**config.mk**
```make
export PLATFORM = sky130hd
export DESIGN_NAME = icon_change_symbol_encoder_unit
export DESIGN_NICKNAME = d
export VERILOG_FILES = /design/src/ices_pkg.sv /design/src/ices_ctrl.sv /design/src/ices_dp.sv /design/src/icon_change_symbol_encoder_unit.sv
export SDC_FILE = /design/constraint.sdc
export NUM_CORES = 1
export LEC_CHECK = 0
export BUFFER_PORTS_ARGS = -buffer_cell sky130_fd_sc_hd__buf_2
export CORE_MARGIN = 8
export CORE_UTILIZATION = 45
export DETAILED_ROUTE_END_ITERATION = 7
export SYNTH_ARGS = -nofsm -noshare
export SYNTH_HDL_FRONTEND = slang
export SYNTH_SLANG_ARGS = --single-unit
```
**constraint.sdc**
```tcl
create_clock -name clk -period 4.5 [get_ports clk]
set_input_delay 0.9 -clock clk [delete_from_list [all_inputs] [get_ports clk]]
set_output_delay 0.9 -clock clk [all_outputs]
set_load 0.03 [all_outputs]
```
**src/ices_pkg.sv**
```systemverilog
// ----------------------------------------------------------------------------
// ices_pkg
// Shared types, constants and tables for the icon change symbol encoder.
// ----------------------------------------------------------------------------
package ices_pkg;

  localparam int NUM_ICONS         = 40;
  localparam int VOLUME_BARS       = 11;
  localparam int VOLUME_START_CODE = 2;
  localparam int VOL_W             = 4;
  localparam int VOL_DIV           = 10;
  localparam int WORD_W            = 44;
  localparam int CODE_W            = 8;

  localparam int ICON_IDX_W = (NUM_ICONS > 1) ? $clog2(NUM_ICONS) : 1;
  localparam int BAR_IDX_W  = (VOLUME_BARS > 1) ? $clog2(VOLUME_BARS) : 1;
  localparam int LIMIT_W    = 5;

  typedef logic [CODE_W-1:0]  code_t;
  typedef logic [LIMIT_W-1:0] limit_t;
  typedef code_t  icon_tbl_t [40];
  typedef limit_t bar_tbl_t  [2**VOL_W];

  localparam icon_tbl_t ICON_CODES = '{
    8'h01, 8'h0e, 8'h0f, 8'h10, 8'h11, 8'h12, 8'h13, 8'h14, 8'h15, 8'h16,
    8'h17, 8'h18, 8'h19, 8'h1a, 8'h1b, 8'h1e, 8'h1f, 8'h20, 8'h21, 8'h22,
    8'h23, 8'h24, 8'h25, 8'h26, 8'h28, 8'h29, 8'h2a, 8'h2b, 8'h2c, 8'h2d,
    8'h2e, 8'h2f, 8'h30, 8'h31, 8'h32, 8'h33, 8'h34, 8'h35, 8'h36, 8'h37
  };

  // highest lit bar index per volume level, built at elaboration
  function automatic bar_tbl_t build_bar_tbl();
    bar_tbl_t t;
    for (int v = 0; v < 2**VOL_W; v++) begin
      t[v] = LIMIT_W'((v * VOLUME_BARS) / VOL_DIV);
    end
    return t;
  endfunction

  localparam bar_tbl_t BAR_LIMIT = build_bar_tbl();

  typedef enum logic [1:0] {
    ST_IDLE,
    ST_ICON,
    ST_BAR
  } state_t;

  typedef struct packed {
    logic load;
    logic emit_icon;
    logic emit_bar;
  } ices_cmd_t;

  typedef struct packed {
    logic in_icon_chg;
    logic in_vol_chg;
    logic icon_more;
    logic vol_chg;
    logic bar_end;
    logic slot_free;
  } ices_sts_t;

endpackage

```
**src/ices_ctrl.sv**
```systemverilog
// ----------------------------------------------------------------------------
// ices_ctrl
// Sequencer: walks changed icons, then the volume bar report.
// ----------------------------------------------------------------------------
module ices_ctrl
  import ices_pkg::*;
(
  input  logic      clk,
  input  logic      rst_n,
  input  logic      in_valid,
  output logic      in_ready,
  input  ices_sts_t sts,
  output ices_cmd_t cmd
);

  state_t state_r, state_nxt;

  always_ff @(posedge clk) begin
    if (!rst_n) begin
      state_r <= ST_IDLE;
    end else begin
      state_r <= state_nxt;
    end
  end

  always_comb begin
    state_nxt = state_r;
    cmd       = '0;
    in_ready  = 1'b0;
    unique case (state_r)
      ST_IDLE: begin
        in_ready = 1'b1;
        if (in_valid) begin
          cmd.load = 1'b1;
          if (sts.in_icon_chg) begin
            state_nxt = ST_ICON;
          end else if (sts.in_vol_chg) begin
            state_nxt = ST_BAR;
          end
        end
      end
      ST_ICON: begin
        if (sts.slot_free) begin
          cmd.emit_icon = 1'b1;
          if (!sts.icon_more) begin
            state_nxt = sts.vol_chg ? ST_BAR : ST_IDLE;
          end
        end
      end
      ST_BAR: begin
        if (sts.slot_free) begin
          cmd.emit_bar = 1'b1;
          if (sts.bar_end) begin
            state_nxt = ST_IDLE;
          end
        end
      end
      default: begin
        state_nxt = ST_IDLE;
      end
    endcase
  end

endmodule

```
**src/ices_dp.sv**
```systemverilog
// ----------------------------------------------------------------------------
// ices_dp
// Datapath: previous word, changed-icon mask, bar counter, output register.
// ----------------------------------------------------------------------------
module ices_dp
  import ices_pkg::*;
(
  input  logic              clk,
  input  logic              rst_n,
  input  logic [WORD_W-1:0] in_icon_word,
  input  ices_cmd_t         cmd,
  output ices_sts_t         sts,
  output logic              out_valid,
  input  logic              out_ready,
  output logic [7:0]        out_symbol_code,
  output logic              out_lit,
  output logic              out_volume_group,
  output logic              out_last
);

  logic [WORD_W-1:0]    prev_r;
  logic [NUM_ICONS-1:0] mask_r, mask_nxt;
  logic                 vol_chg_r;
  logic [BAR_IDX_W-1:0] bar_idx_r;

  logic       out_valid_r;
  code_t      out_code_r;
  logic       out_lit_r, out_grp_r, out_last_r;

  logic [NUM_ICONS-1:0]  in_chg;
  logic [VOL_W-1:0]      vol_cur, vol_in;
  logic [ICON_IDX_W-1:0] sel_idx;
  logic [NUM_ICONS-1:0]  icon_state;
  logic                  bar_lit;
  code_t                 bar_code;

  assign in_chg     = in_icon_word[NUM_ICONS-1:0] ^ prev_r[NUM_ICONS-1:0];
  assign vol_in     = in_icon_word[NUM_ICONS +: VOL_W];
  assign vol_cur    = prev_r[NUM_ICONS +: VOL_W];
  assign icon_state = prev_r[NUM_ICONS-1:0];

  // lowest pending icon
  always_comb begin
    sel_idx = '0;
    for (int i = NUM_ICONS - 1; i >= 0; i--) begin
      if (mask_r[i]) begin
        sel_idx = ICON_IDX_W'(i);
      end
    end
  end

  always_comb begin
    mask_nxt          = mask_r;
    mask_nxt[sel_idx] = 1'b0;
  end

  assign bar_lit  = (vol_cur != '0) &&
                    (LIMIT_W'(bar_idx_r) <= BAR_LIMIT[vol_cur]);
  assign bar_code = CODE_W'(VOLUME_START_CODE) + CODE_W'(bar_idx_r);

  always_comb begin
    sts.in_icon_chg = |in_chg;
    sts.in_vol_chg  = (vol_in != vol_cur);
    sts.icon_more   = |mask_nxt;
    sts.vol_chg     = vol_chg_r;
    sts.bar_end     = (bar_idx_r == BAR_IDX_W'(VOLUME_BARS - 1));
    sts.slot_free   = !out_valid_r || out_ready;
  end

  // after a load prev_r already holds the new word, so it gives icon states
  always_ff @(posedge clk) begin
    if (!rst_n) begin
      prev_r <= '0;
    end else if (cmd.load) begin
      prev_r <= in_icon_word;
    end
  end

  always_ff @(posedge clk) begin
    if (cmd.load) begin
      mask_r    <= in_chg;
      vol_chg_r <= (vol_in != vol_cur);
      bar_idx_r <= '0;
    end else begin
      if (cmd.emit_icon) begin
        mask_r <= mask_nxt;
      end
      if (cmd.emit_bar) begin
        bar_idx_r <= bar_idx_r + 1'b1;
      end
    end
  end

  always_ff @(posedge clk) begin
    if (!rst_n) begin
      out_valid_r <= 1'b0;
    end else if (cmd.emit_icon || cmd.emit_bar) begin
      out_valid_r <= 1'b1;
    end else if (out_ready) begin
      out_valid_r <= 1'b0;
    end
  end

  always_ff @(posedge clk) begin
    if (cmd.emit_icon) begin
      out_code_r <= ICON_CODES[sel_idx];
      out_lit_r  <= icon_state[sel_idx];
      out_grp_r  <= 1'b0;
      out_last_r <= !(|mask_nxt) && !vol_chg_r;
    end else if (cmd.emit_bar) begin
      out_code_r <= bar_code;
      out_lit_r  <= bar_lit;
      out_grp_r  <= 1'b1;
      out_last_r <= sts.bar_end;
    end
  end

  assign out_valid        = out_valid_r;
  assign out_symbol_code  = out_code_r;
  assign out_lit          = out_lit_r;
  assign out_volume_group = out_grp_r;
  assign out_last         = out_last_r;

`ifndef SYNTHESIS
  a_one_emit: assert property (@(posedge clk) disable iff (!rst_n)
    !(cmd.emit_icon && cmd.emit_bar))
    else $error("icon and bar beat issued together");

  a_icon_pending: assert property (@(posedge clk) disable iff (!rst_n)
    cmd.emit_icon |-> (mask_r != '0))
    else $error("icon beat with empty change mask");

  a_quiet_load: assert property (@(posedge clk) disable iff (!rst_n)
    (cmd.load && !sts.in_icon_chg && !sts.in_vol_chg)
      |=> !(cmd.emit_icon || cmd.emit_bar))
    else $error("beat emitted for unchanged word");

  a_bar_stop: assert property (@(posedge clk) disable iff (!rst_n)
    (cmd.emit_bar && sts.bar_end) |=> !cmd.emit_bar)
    else $error("bar report ran past its end");

  a_emit_slot: assert property (@(posedge clk) disable iff (!rst_n)
    (out_valid_r && !out_ready) |-> !(cmd.emit_icon || cmd.emit_bar))
    else $error("beat overwrote a pending result");
`endif

endmodule

```
**src/icon_change_symbol_encoder_unit.sv**
```systemverilog
// ----------------------------------------------------------------------------
// icon_change_symbol_encoder_unit
// Turns icon word updates into display symbol set/clear beats.
// ----------------------------------------------------------------------------
// Each accepted word is compared with the previous one. Every changed icon
// bit, lowest first, yields one beat (symbol code, new state); a changed
// volume field then yields the full bar report. The last beat of a word
// carries out_last; a word with no change yields nothing. One item is
// processed at a time: after the word is accepted, the sequencer emits
// one result beat per cycle into the output register while the output
// slot is free (changed icons, then 11 bars if the volume changed);
// an output stall holds the sequencer until the slot frees.
module icon_change_symbol_encoder_unit
  import ices_pkg::*;
(
  input  logic              clk,
  input  logic              rst_n,
  input  logic              in_valid,
  output logic              in_ready,
  input  logic [WORD_W-1:0] in_icon_word,
  output logic              out_valid,
  input  logic              out_ready,
  output logic [7:0]        out_symbol_code,
  output logic              out_lit,
  output logic              out_volume_group,
  output logic              out_last
);

  ices_cmd_t cmd;
  ices_sts_t sts;

  ices_ctrl u_ctrl (
    .clk      (clk),
    .rst_n    (rst_n),
    .in_valid (in_valid),
    .in_ready (in_ready),
    .sts      (sts),
    .cmd      (cmd)
  );

  ices_dp u_dp (
    .clk              (clk),
    .rst_n            (rst_n),
    .in_icon_word     (in_icon_word),
    .cmd              (cmd),
    .sts              (sts),
    .out_valid        (out_valid),
    .out_ready        (out_ready),
    .out_symbol_code  (out_symbol_code),
    .out_lit          (out_lit),
    .out_volume_group (out_volume_group),
    .out_last         (out_last)
  );

endmodule
```
==> out/results.txt <==
Status -> complete, no violations
Leakage -> 2.70 nW
Arr. time, crit path -> 4.49 ns
Pin count of the biggest net entering global routing -> 70
Drt wl/cell -> 21.1 um
IO Port Bufs -> 58
Max-slew headroom -> 0.239
First-pass GRT wire length -> 33,400 um
Average instance area after synthesis -> 8.34 um2
DRT iter0 DRCs -> 730
Post-synthesis async set-or-reset flop share -> 0
Crit Path Category -> register to register
Synthesized area -> 0.00635 mm2
Clk_lat worst skew -> 0.36 ns
RSZ-0062 raised after global routing -> false
Antenna violations before repair -> 0
Min-Delay Path Class -> register to register
IO Pins -> 61
Most used DFF post-synth -> dfxtp_1
GRT overflow -> 0
Clock-pin slew of the registers on the worst-case setup and hold paths -> 0.07 ns
Sink Count -> 101
Sw Ratio -> 0.467
Die area -> 0.0182 mm2
Vias per Instance -> 6.03
Logic pwr share -> 0.462
H-tree levels -> 3
Max clock buf depth -> 2
Clock share of power -> 0.165
Setup bufs post-CTS -> 0
Max-Cap Viols -> 0
DRT antenna net count -> 0
Antenna diode count -> 0
Final WL -> 21,100 um
Placed cells -> 981
Max Fclk -> 233 MHz
All-layer global routing usage -> 0.236
DRT Pass-1 Iters -> 5
Slew Limit Fails -> 0
Share of post-route cells with drive strength above 1 -> 0.152
Crit-path max FO -> 16
Tcrit/Tclk final -> 0.955
Setup TNS -> 0 ns
GPL Wtd Cong -> 0.951
Number of synthesized register bits -> 101
Met2 wire length -> 9380 um
Detailed-route via count -> 6,008
PwrDens -> 663 mW/mm2
EDFF count, synth -> 49
Req. time, crit path -> 4.69 ns
Row count -> 43
Nets@finish -> 874
Hold_buf cts -> 0
YS warnings -> 0
Crit. End Element -> register
Hold Vio Cnt, Final -> 0
Startpoint Class -> register
Area delta synth->final -> 12.1%
Mapped Cells -> 761
Net load switching power -> 2.20 mW
Drc violations -> 0
Fin cells -> 997
Post-CTS sizing -> 0
Highest routed layer -> met4
Reg power frac -> 0.373
Core footprint -> 0.0138 mm2
Die Width -> 135 um
Clk root buf -> clkbuf_16
CTS Buf Count -> 9
Initial Utilization -> 0.459
Metal-1 WL -> 9650 um
Worst-case vdd ir drop -> 0.280 mV
DP HPWL -> 16,100 um
Slew @ Worst Pin -> 1.13 ns
Setup Viol. Count Final -> 0
Commonest non-fill, non-tap cell in the layout -> nand2_1
Commonest non-fill, non-tap cells in the layout -> 159 x nand2_1, 65 x a21oi_1, 58 x buf_2
Synth unique cells -> 78
Clock Skews -> 0.00936 ns
Vias in the first global route -> 5,856
Met3 routed WL -> 1580 um
CTS tree -> done
Post-synthesis sequential area ratio -> 0.396
Minimum clock period -> 4.30 ns
Chip Height -> 135 um
Internal Power -> 2.51 mW
## routing by layer
layer | track usage | vias up
met2 | 0.356 | 272
met1 | 0.331 | 2861
met4 | 0.0755 | 0
met5 | 0 | -
li1 | - | 2844
met3 | 0.0435 | 31
## power by group through the flow
| stage | Clock, mW | Sequential (mW) | Combinational, mW |
|---|---|---|---|
| final | 0.778 | 1.76 | 2.18 |
| after global routing | 0.815 | 1.80 | 2.36 |
| after CTS | 0.785 | 1.74 | 2.14 |
| after detailed placement | 0 | 1.76 | 2.13 |
| after global placement | 0 | 1.76 | 2.11 |
| after floorplan | 0 | 1.70 | 1.42 |
## Yosys cell counts (4+ instances only)
| cell type | count | area (um2) |
|---|---|---|
| nand2_1 | 160 | 601 |
| a21oi_1 | 65 | 325 |
| o21ai_0 | 55 | 275 |
| dfxtp_1 | 52 | 1040 |
| nor2_1 | 50 | 188 |
| edfxtp_1 | 49 | 1470 |
| xor2_1 | 38 | 333 |
| clkbuf_1 | 26 | 97.6 |
| inv_1 | 20 | 75.1 |
| nand3_1 | 15 | 75.1 |
| ha_1 | 14 | 175 |
| nor4_1 | 14 | 87.6 |
| nor3_1 | 12 | 60.1 |
| xnor2_1 | 12 | 105 |
| nand2b_1 | 11 | 68.8 |
| nand4_1 | 9 | 56.3 |
| o31ai_1 | 9 | 67.6 |
| o22ai_1 | 8 | 50.1 |
| o31a_1 | 8 | 70.1 |
| mux2i_1 | 7 | 70.1 |
| a31oi_1 | 6 | 37.5 |
| nor2b_1 | 6 | 37.5 |
| o211ai_1 | 6 | 45.0 |
| o21a_1 | 6 | 45.0 |
| a221oi_1 | 5 | 43.8 |
| mux2_2 | 5 | 56.3 |
| or2_2 | 5 | 31.3 |
| a211oi_1 | 4 | 30.0 |
## cell families after synthesis
family | Yosys count | synth area share
xor+xnor | 50 | 0.0690
flops | 101 | 0.396
other cells | 1 | 0.000591
compound gates | 216 | 0.220
fa+ha+maj | 14 | 0.0276
buf+inv | 58 | 0.0388
simple gates | 309 | 0.228
mux | 12 | 0.0199
## worst paths after layout
| kind | startpoint | end | slack, ns | cells after the start |
|---|---|---|---|---|
| max | u_dp.mask_r[13] | u_dp.out_last | 0.20 | 10 |
| min | u_dp.out_volume_group | u_dp.out_volume_group | 0.48 | 1 |
| max reg2reg | u_dp.mask_r[13] | u_dp.out_last | 0.20 | 10 |
| min reg2reg | u_dp.out_volume_group | u_dp.out_volume_group | 0.48 | 1 |
## area by class of cell
cell class	count	area, um2
fillers	1331	6710
multi-input cells	603	3590
flip-flops and latches	101	2510
repair buffers	75	418
clock buffers	10	229
well taps	180	225
inverters	22	82.6
clock inverters	6	55.1
## flip-flops by register name, summed over array words and instances, names as in the netlist
| name | flops |
|---|---|
| u_dp.out_volume_group | 1 |
| u_dp.out_last | 1 |
| u_dp.vol_chg_r | 1 |
| u_dp.out_valid | 1 |
| u_ctrl.state_r | 2 |
| u_dp.out_lit | 1 |
| u_dp.prev_r | 44 |
| u_dp.out_symbol_code | 6 |
| u_dp.mask_r | 40 |
| u_dp.bar_idx_r | 4 |
## critical path, cell delays in order (launching register included)
cell and delay [ns]:
edfxtp_1 0.50, or3_1 0.44, a211oi_1 0.41, nor2_1 0.15, a21oi_2 0.68, a21oi_2 0.34, o31a_1 0.39, or4_1 0.54
nor4_2 0.36, nand2_1 0.13, o31ai_1 0.19
## per-stage QoR
step / cell area, um2 / hold WS [ns] / setup WS [ns] / power [mW] / utilization
final: 7120 / 0.483 / 0.201 / 4.72 / 0.515
after global routing: 7120 / 0.514 / 0.00600 / 4.97 / 0.515
after CTS: 7120 / 0.488 / 0.263 / 4.67 / 0.515
after detailed placement: 6830 / 0.477 / 0.295 / 3.89 / 0.494
after global placement: 6830 / 0.446 / 0.344 / 3.87 / 0.494
after floorplan: 6350 / 0.460 / 1.04 / 3.13 / -
Note: power is estimated with default switching activity, not from simulation.
